===== config.mk =====
export PLATFORM = sky130hd
export DESIGN_NAME = midpoint_line_rasterizer_core
export DESIGN_NICKNAME = d
export VERILOG_FILES = /design/src/hdl/mlr_pkg.sv /design/src/hdl/mlr_setup.sv /design/src/hdl/mlr_walk.sv /design/src/hdl/midpoint_line_rasterizer_core.sv
export SDC_FILE = /design/constraint.sdc
export NUM_CORES = 1
export LEC_CHECK = 0
export ABC_AREA = 1
export BUFFER_PORTS_ARGS = -buffer_cell sky130_fd_sc_hd__buf_2
export CAP_MARGIN = 20
export CORE_AREA = 2 2 212 162
export CTS_BUF_LIST = sky130_fd_sc_hd__clkbuf_8
export DETAILED_ROUTE_END_ITERATION = 7
export DIE_AREA = 0 0 214 164
export GPL_ROUTABILITY_DRIVEN = 0
export RECOVER_POWER = 100
export SYNTH_ARGS = -nofsm -noshare
export SYNTH_HDL_FRONTEND = slang
export SYNTH_SLANG_ARGS = --single-unit

===== constraint.sdc =====
create_clock -name clk -period 9.25 [get_ports clk]
set_input_delay 1.3875 -clock clk [delete_from_list [all_inputs] [get_ports clk]]
set_output_delay 1.3875 -clock clk [all_outputs]
set_load 0.02 [all_outputs]

===== src/hdl/mlr_pkg.sv =====
`default_nettype none
package mlr_pkg;

	// Octant case of the walk, fixed once per line.
	typedef enum logic [1:0] {
		OCT_RISE_SHALLOW = 2'd0,
		OCT_RISE_STEEP   = 2'd1,
		OCT_FALL_SHALLOW = 2'd2,
		OCT_FALL_STEEP   = 2'd3
	} octant_t;

	// Sequencer commands to the walker.
	typedef struct packed {
		logic load;
		logic advance;
	} walk_ctrl_t;

	localparam int unsigned COLOR_BITS = 24;

endpackage
`default_nettype wire


===== src/hdl/mlr_setup.sv =====
`default_nettype none
module mlr_setup import mlr_pkg::*; #(
	parameter int unsigned COORD_BITS = 6,
	parameter int unsigned DEC_BITS   = COORD_BITS + 4
) (
	input  wire logic [COORD_BITS-1:0]      x0,
	input  wire logic [COORD_BITS-1:0]      y0,
	input  wire logic [COORD_BITS-1:0]      x1,
	input  wire logic [COORD_BITS-1:0]      y1,
	output logic [COORD_BITS-1:0]           init_x,
	output logic [COORD_BITS-1:0]           init_y,
	output logic signed [DEC_BITS-1:0]      init_dec,
	output logic signed [DEC_BITS-1:0]      init_straight,
	output logic signed [DEC_BITS-1:0]      init_diagonal,
	output logic [COORD_BITS-1:0]           init_stop,
	output octant_t                         init_oct
);

	localparam int unsigned PAD = DEC_BITS - COORD_BITS;

	logic                       swap;
	logic [COORD_BITS-1:0]      ax, ay, bx, by;
	logic signed [DEC_BITS-1:0] dx, dy, ady, dd, base, addend;
	logic                       steep, falling;

	always_comb begin
		// order endpoints so x does not fall; equal x keeps given order
		swap = x0 > x1;
		ax   = swap ? x1 : x0;
		ay   = swap ? y1 : y0;
		bx   = swap ? x0 : x1;
		by   = swap ? y0 : y1;

		dx      = signed'({{PAD{1'b0}}, bx}) - signed'({{PAD{1'b0}}, ax});
		dy      = signed'({{PAD{1'b0}}, by}) - signed'({{PAD{1'b0}}, ay});
		falling = dy[DEC_BITS-1];
		ady     = falling ? -dy : dy;
		steep   = ady >= dx;

		dd            = falling ? (dy + dx) : (dy - dx);
		init_diagonal = dd <<< 1;

		if (!steep) begin
			init_straight = dy <<< 1;
		end else if (falling) begin
			init_straight = dx <<< 1;
		end else begin
			init_straight = -(dx <<< 1);
		end

		base     = steep ? dy : init_straight;
		addend   = steep ? init_straight : (falling ? dx : -dx);
		init_dec = base + addend;

		init_x    = ax;
		init_y    = ay;
		init_stop = steep ? by : bx;

		if (falling) begin
			init_oct = steep ? OCT_FALL_STEEP : OCT_FALL_SHALLOW;
		end else begin
			init_oct = steep ? OCT_RISE_STEEP : OCT_RISE_SHALLOW;
		end
	end

endmodule
`default_nettype wire


===== src/hdl/mlr_walk.sv =====
`default_nettype none
module mlr_walk import mlr_pkg::*; #(
	parameter int unsigned COORD_BITS = 6,
	parameter int unsigned DEC_BITS   = COORD_BITS + 4
) (
	input  wire logic                       clk,
	input  wire logic                       arst_n,
	input  wire walk_ctrl_t                 ctrl,
	input  wire logic [COORD_BITS-1:0]      init_x,
	input  wire logic [COORD_BITS-1:0]      init_y,
	input  wire logic signed [DEC_BITS-1:0] init_dec,
	input  wire logic signed [DEC_BITS-1:0] init_straight,
	input  wire logic signed [DEC_BITS-1:0] init_diagonal,
	input  wire logic [COORD_BITS-1:0]      init_stop,
	input  wire octant_t                    init_oct,
	output logic [COORD_BITS-1:0]           cur_x,
	output logic [COORD_BITS-1:0]           cur_y,
	output logic                            is_last
);

	localparam logic [COORD_BITS-1:0] ONE = COORD_BITS'(1);

	logic [COORD_BITS-1:0]      cur_x_q, cur_y_q, stop_q;
	logic signed [DEC_BITS-1:0] dec_q, straight_q, diagonal_q;
	octant_t                    oct_q;

	logic                       pos, take_diag;
	logic signed [DEC_BITS-1:0] dec_next;
	logic [COORD_BITS-1:0]      x_next, y_next;

	always_comb begin
		pos = !dec_q[DEC_BITS-1] && (dec_q != '0);
		take_diag = (oct_q == OCT_RISE_SHALLOW || oct_q == OCT_FALL_STEEP) ? pos : !pos;
		// the one shared adder
		dec_next = dec_q + (take_diag ? diagonal_q : straight_q);
		x_next = cur_x_q;
		y_next = cur_y_q;
		unique case (oct_q)
			OCT_RISE_SHALLOW: begin
				x_next = cur_x_q + ONE;
				if (take_diag) y_next = cur_y_q + ONE;
			end
			OCT_RISE_STEEP: begin
				y_next = cur_y_q + ONE;
				if (take_diag) x_next = cur_x_q + ONE;
			end
			OCT_FALL_SHALLOW: begin
				x_next = cur_x_q + ONE;
				if (take_diag) y_next = cur_y_q - ONE;
			end
			OCT_FALL_STEEP: begin
				y_next = cur_y_q - ONE;
				if (take_diag) x_next = cur_x_q + ONE;
			end
			default: begin
				x_next = cur_x_q;
				y_next = cur_y_q;
			end
		endcase
	end

	always_ff @(posedge clk or negedge arst_n) begin
		if (!arst_n) begin
			cur_x_q    <= '0;
			cur_y_q    <= '0;
			stop_q     <= '0;
			dec_q      <= '0;
			straight_q <= '0;
			diagonal_q <= '0;
			oct_q      <= OCT_RISE_SHALLOW;
		end else if (ctrl.load) begin
			cur_x_q    <= init_x;
			cur_y_q    <= init_y;
			stop_q     <= init_stop;
			dec_q      <= init_dec;
			straight_q <= init_straight;
			diagonal_q <= init_diagonal;
			oct_q      <= init_oct;
		end else if (ctrl.advance) begin
			cur_x_q <= x_next;
			cur_y_q <= y_next;
			dec_q   <= dec_next;
		end
	end

	assign cur_x   = cur_x_q;
	assign cur_y   = cur_y_q;
	// major axis reaching the far endpoint marks the last pixel
	assign is_last = (oct_q == OCT_RISE_STEEP || oct_q == OCT_FALL_STEEP) ?
		(cur_y_q == stop_q) : (cur_x_q == stop_q);

	a_no_step_past_end: assert property (@(posedge clk) disable iff (!arst_n)
		ctrl.advance |-> !is_last) else $error("walker stepped past the end point");

	a_load_excl: assert property (@(posedge clk) disable iff (!arst_n)
		ctrl.load |-> !ctrl.advance) else $error("load and advance together");

	a_steps_hold: assert property (@(posedge clk) disable iff (!arst_n)
		!ctrl.load |=> $stable(straight_q) && $stable(diagonal_q) && $stable(oct_q))
		else $error("increments changed mid-line");

endmodule
`default_nettype wire


===== src/hdl/midpoint_line_rasterizer_core.sv =====
`default_nettype none
// Midpoint line rasterizer core.
// s_axis: one item per line command, two endpoints in a tile grid.
//   Accepted when s_axis_tvalid and s_axis_tready are high at a clock edge.
//   s_axis_tready is high only while no line is in progress.
// m_axis: one item per pixel, in walk order from the lower-x endpoint;
//   m_axis_tlast marks the final pixel of the line.
// cfg: write channel for the pixel color, always ready; write it only
//   while the core is idle. The value is attached to every pixel.
// Sequence: accept in idle, a setup state that loads the walker, then one
//   pixel per cycle on the walk while the receiver does not stall. A line of
//   N = max(|dx|,|dy|) steps gives N+1 pixels, and the next command can be
//   taken once the last pixel is registered. The walk rate is set by the
//   single decision adder, which does one midpoint step per cycle unless stalled.
// First pixel: setup loads the walker, then walk fills the output register.
// Receiver stall: the output register holds its pixel and the walk waits;
//   nothing is lost. After the last pixel is registered a new command is
//   accepted even if that pixel is still waiting.
// Reset (arst_n low, asynchronous): idle, output empty, color zero.
module midpoint_line_rasterizer_core import mlr_pkg::*; #(
	parameter int unsigned COORD_BITS = 6
) (
	input  wire logic                  clk,
	input  wire logic                  arst_n,
	// s_axis_tdata: start_x, start_y, end_x, end_y (lowest bits first)
	input  wire logic [((4*COORD_BITS+7)/8)*8-1:0] s_axis_tdata,
	input  wire logic                  s_axis_tvalid,
	output logic                       s_axis_tready,
	// m_axis_tdata: pixel_x, pixel_y, color (lowest bits first)
	output logic [((2*COORD_BITS+COLOR_BITS+7)/8)*8-1:0] m_axis_tdata,
	output logic                       m_axis_tvalid,
	input  wire logic                  m_axis_tready,
	output logic                       m_axis_tlast,
	// configuration: pixel_color
	input  wire logic [COLOR_BITS-1:0] cfg_data,
	input  wire logic                  cfg_valid,
	output logic                       cfg_ready
);

	localparam int unsigned DEC_BITS = COORD_BITS + 4;
	localparam int unsigned OUT_TW   = ((2*COORD_BITS+COLOR_BITS+7)/8)*8;

	typedef enum logic [2:0] {
		ST_IDLE  = 3'b001,
		ST_SETUP = 3'b010,
		ST_WALK  = 3'b100
	} state_t;

	state_t state_q, state_d;

	// latched command
	logic [COORD_BITS-1:0] x0_q, y0_q, x1_q, y1_q;
	// configured color
	logic [COLOR_BITS-1:0] pixel_color_q;
	// output register
	logic                  out_valid_q, out_last_q;
	logic [COORD_BITS-1:0] out_x_q, out_y_q;
	logic [COLOR_BITS-1:0] out_color_q;

	logic                       in_fire, out_free, out_load;
	walk_ctrl_t                 wctrl;
	logic [COORD_BITS-1:0]      init_x, init_y, init_stop, cur_x, cur_y;
	logic signed [DEC_BITS-1:0] init_dec, init_straight, init_diagonal;
	octant_t                    init_oct;
	logic                       walk_last;

	assign s_axis_tready = (state_q == ST_IDLE);
	assign in_fire       = s_axis_tvalid && s_axis_tready;
	assign cfg_ready     = 1'b1;
	assign out_free      = !out_valid_q || m_axis_tready;
	assign out_load      = (state_q == ST_WALK) && out_free;

	// sequencer
	always_comb begin
		state_d       = state_q;
		wctrl.load    = 1'b0;
		wctrl.advance = 1'b0;
		unique case (state_q)
			ST_IDLE: begin
				if (in_fire) state_d = ST_SETUP;
			end
			ST_SETUP: begin
				wctrl.load = 1'b1;
				state_d    = ST_WALK;
			end
			ST_WALK: begin
				if (out_free) begin
					if (walk_last) state_d = ST_IDLE;
					else wctrl.advance = 1'b1;
				end
			end
			default: state_d = ST_IDLE;
		endcase
	end

	always_ff @(posedge clk or negedge arst_n) begin
		if (!arst_n) begin
			state_q       <= ST_IDLE;
			pixel_color_q <= '0;
			out_valid_q   <= 1'b0;
		end else begin
			state_q <= state_d;
			if (cfg_valid && cfg_ready) pixel_color_q <= cfg_data;
			if (out_load) out_valid_q <= 1'b1;
			else if (m_axis_tready) out_valid_q <= 1'b0;
		end
	end

	// payload registers, no reset
	always_ff @(posedge clk) begin
		if (in_fire) begin
			x0_q <= s_axis_tdata[COORD_BITS-1:0];
			y0_q <= s_axis_tdata[2*COORD_BITS-1:COORD_BITS];
			x1_q <= s_axis_tdata[3*COORD_BITS-1:2*COORD_BITS];
			y1_q <= s_axis_tdata[4*COORD_BITS-1:3*COORD_BITS];
		end
		if (out_load) begin
			out_x_q     <= cur_x;
			out_y_q     <= cur_y;
			out_color_q <= pixel_color_q;
			out_last_q  <= walk_last;
		end
	end

	mlr_setup #(
		.COORD_BITS (COORD_BITS),
		.DEC_BITS   (DEC_BITS)
	) u_setup (
		.x0            (x0_q),
		.y0            (y0_q),
		.x1            (x1_q),
		.y1            (y1_q),
		.init_x        (init_x),
		.init_y        (init_y),
		.init_dec      (init_dec),
		.init_straight (init_straight),
		.init_diagonal (init_diagonal),
		.init_stop     (init_stop),
		.init_oct      (init_oct)
	);

	mlr_walk #(
		.COORD_BITS (COORD_BITS),
		.DEC_BITS   (DEC_BITS)
	) u_walk (
		.clk           (clk),
		.arst_n        (arst_n),
		.ctrl          (wctrl),
		.init_x        (init_x),
		.init_y        (init_y),
		.init_dec      (init_dec),
		.init_straight (init_straight),
		.init_diagonal (init_diagonal),
		.init_stop     (init_stop),
		.init_oct      (init_oct),
		.cur_x         (cur_x),
		.cur_y         (cur_y),
		.is_last       (walk_last)
	);

	assign m_axis_tvalid = out_valid_q;
	assign m_axis_tlast  = out_last_q;
	assign m_axis_tdata  = OUT_TW'({out_color_q, out_y_q, out_x_q});

	a_accept_to_setup: assert property (@(posedge clk) disable iff (!arst_n)
		in_fire |=> state_q == ST_SETUP) else $error("command not followed by setup");

	a_last_ends_line: assert property (@(posedge clk) disable iff (!arst_n)
		out_load && walk_last |=> state_q == ST_IDLE && m_axis_tvalid && m_axis_tlast)
		else $error("last pixel did not end the line");

	a_pixel_only_walking: assert property (@(posedge clk) disable iff (!arst_n)
		out_load |-> !s_axis_tready) else $error("pixel emitted while idle");

endmodule
`default_nettype wire


==> impl_metrics.py <==
metrics = {
    "yosys": {
        "syn-mean-instance-area_um2": 9.03,
        "synth-warning-count": 0,
        "synth_area_leaders": "dfrtp_1 (23%), edfxtp_1 (22%), nand2_1 (8.6%)",
        "synthDominantAreaCellType": "dfrtp_1",
        "yosys.cell_types.count": 57,
        "synth_seq_area_share_pct": 45.5,
        "dominantRegCellSynth": "dfrtp_1",
        "asyncSetResetFlopFracSynth_pct": 55.1,
        "postSynthCellCount": 904,
        "synth-seq-cells": 136,
        "synth_largest_type_area_fraction_pct": 22.7,
        "number_of_synthesized_flops_with_an_enable_pin": 61,
        "post_synth_instance_area_mm2": 0.00816,
    },
    "die": {
        "core_area_mm2": 0.0330,
        "floorplan.die.height_um": 164,
        "start_util_pct": 24.7,
        "die_area_mm2": 0.0351,
        "number_of_placement_rows": 58,
        "die_width_um": 214,
        "boundaryPins": 97,
    },
    "critical_path": {
        "crit_required_ns": 9.60,
        "arrival_ns": 8.13,
        "cpMaxStageDelayCell": "a21o_1",
        "critPathMaxFanout": 36,
        "timing.rr.end": "u_walk.dec_q[9]",
        "critical_path.endpoint_type": "register",
        "r2r_start": "x1_q[3]",
        "timing.setup.critical_path_class": "register to register",
        "cpPeakStageDelay_ns": 0.54,
        "reg2reg_depth": 38,
        "crit_path_start_kind": "register",
        "cpMostUsedCell": "inv_1",
        "internal_reg_to_reg_setup_slack_ns": 1.48,
    },
    "final_layout": {
        "finish.cell_count_without_fillers": 1461,
        "seqCellArea_mm2": 0.00371,
        "area_delta_synth_final_pct": 15.1,
        "final_net_count": 1104,
        "most_common_library_cell_in_the_layout_ignoring_fill_and_taps": "nand2_1",
        "fraction_of_final_layout_cells_sized_beyond_drive_strength_1_pct": 16.1,
        "final_cell_mix": "nand2_1 (188), inv_1 (118), dfrtp_1 (74)",
        "post-route-util_pct": 28.4,
        "multi_input_area_mm2": 0.00382,
        "num-fill-cells": 3539,
        "antenna_cells": 0,
    },
    "timing": {
        "maxClockFrequency_ghz": 0.129,
        "finClkSkew_ns": 0.0171,
        "count_of_final_setup_violators": 0,
        "rsz0062_at_grt": "false",
        "remaining_max_slew_budget_at_the_tightest_pin_pct": -81.0,
        "timing.final.crit_share_pct": 84.0,
        "worst_hold_slack_ns": 0.446,
        "setup_tns_ns": 0,
        "finalHoldViolCount": 0,
        "report.final.slew_viol_count": 142,
        "finalCriticalPeriod_ns": 7.77,
        "max_slew.worst_pin.slew_ns": 2.71,
    },
    "clocking": {
        "tritoncts_clock_tree": "built",
        "postCtsResizedCells": 0,
        "cts.root.buffer_cell": "clkbuf_8",
        "post_cts_buffers": 0,
        "worst_skew_pair.late_latency_ns": 0.48,
        "cts_hold_repair.buffers": 0,
        "cts.sinks": 136,
        "number_of_clock_buffers_inserted_by_tritoncts": 17,
        "cts.reportedPaths.clkPinSlew_ns": 0.09,
        "clockBufferDepth": 2,
        "htree_levels": 4,
    },
    "run": {
        "maxCapViolations": 4,
    },
    "min_path": {
        "whs_path_depth": 0,
        "min_delay_worst_endpoint": "out_color_q[7]",
        "min_from": "pixel_color_q[7]",
        "timing.hold.worst.class": "register to register",
    },
    "routing": {
        "dr.first_iter.drc_count": 550,
        "route.final.wire_length_um": 20600,
        "drt-vias-per-instance": 4.35,
        "route.detailed.drc": 0,
        "route.vias.total": 6355,
        "drt-wirelength-per-cell_um": 14.1,
        "detailedRoute.firstPassIterationCount": 5,
        "final_antenna_net_count": 0,
    },
    "place": {
        "port_buffers": 91,
        "place_hpwl_um": 15300,
        "placed_cells_incl_taps": 1428,
    },
    "grt": {
        "grt_pass1_wl_um": 33400,
        "global_route.overflow_total": 0,
        "largest_net_degree_at_the_start_of_global_routing": 76,
        "grt_total_usage_pct": 12.3,
        "vias_in_the_first_global_route": 6041,
        "number_of_antenna_violations_at_the_first_check_in_global_routing": 0,
    },
    "run_status": {
        "failed_checks": "max-capacitance violations, max-slew violations",
        "outcome": "complete, but fails checks",
    },
}
cell usage after synthesis (all sizes together), types with 2 or more instances:
cell    count
and2        2
edfxtp     61
clkbuf     14
a21oi      34
o21ai      88
nand3      49
xor2       28
nor3        6
dfrtp      74
xnor2      11
o211ai     10
or2         8
o22ai       4
conb        2
fa          4
o221ai      2
nand2     202
buf        14
mux2       24
a22oi       3
ha         49
nor4        2
o31ai       3
mux2i       2
o311ai      2
a31oi       9
nand4       7
nor2       58
inv       125
layer usage:
metal / up-vias / part of all wire [%] / GRT usage, %
met4: 0 / 1.4 / 3.94
met2: 172 / 38 / 15.6
met3: 17 / 6.0 / 2.98
li1: 3175 / - / -
met1: 2991 / 55 / 19.7
met5: - / 0 / 0
through the flow:
stage / cell area, um^2 / setup WS, ns
CTS: 9480 / 2.11
floorplan: 8190 / 2.86
finish: 9390 / 1.48
global placement: 9080 / 2.38
global route: 9390 / 0.642
detailed placement: 9080 / 2.17
critical path, delay by kind of cell (launching register included):
kind	cells	cell delay [ns]
DFF	1	0.40
AOI/OAI and AO/OA	12	2.53
muxes	1	0.50
and+or+nand+nor	13	2.27
adders and majority gates	3	0.97
xor gates and xnor gates	1	0.18
buffers and inverters	8	0.79
sequential cells by signal (all words and copies together) (netlist names), 8 cells and up:
signal             cells
out_color_q           24
pixel_color_q         24
u_walk.dec_q          10
u_walk.straight_q      9
u_walk.diagonal_q      8
cell type report:
class / count / area share (%)
Clock buffer: 18 / 2.64
Inverter: 125 / 5.00
Clock inverter: 14 / 1.61
Timing Repair Buffer: 96 / 4.57
Multi-Input combinational cell: 622 / 40.7
Sequential cell: 136 / 39.5
Tap cell: 450 / 6.00
kinds of logic (layout without fill, tap and decap cells):
kind of cell | after synthesis | in the layout | synth area share (%)
and+or+nand+nor | 335 | 335 | 18.2
muxes | 26 | 26 | 3.60
xor gates and xnor gates | 39 | 39 | 4.65
buffers and inverters | 153 | 253 | 7.77
DFF | 136 | 136 | 45.5
other | 2 | 9 | 0.0920
adders and majority gates | 53 | 53 | 8.49
AOI/OAI and AO/OA | 160 | 160 | 11.7
worst max path at each step:
stage                 start               to  slack, ns
floorplan           x1_q[3]  u_walk.dec_q[9]       2.86
global placement    x1_q[3]  u_walk.dec_q[9]       2.38
detailed placement  x1_q[3]  u_walk.dec_q[9]       2.17
CTS                 x1_q[3]  u_walk.dec_q[9]       2.11
global route        x1_q[3]  u_walk.dec_q[9]       0.64
finish              x1_q[3]  u_walk.dec_q[9]       1.48
Power is left out: the tool's default activity adds up to more than one toggle a clock period on the data nets, which glitch-free logic cannot reach.
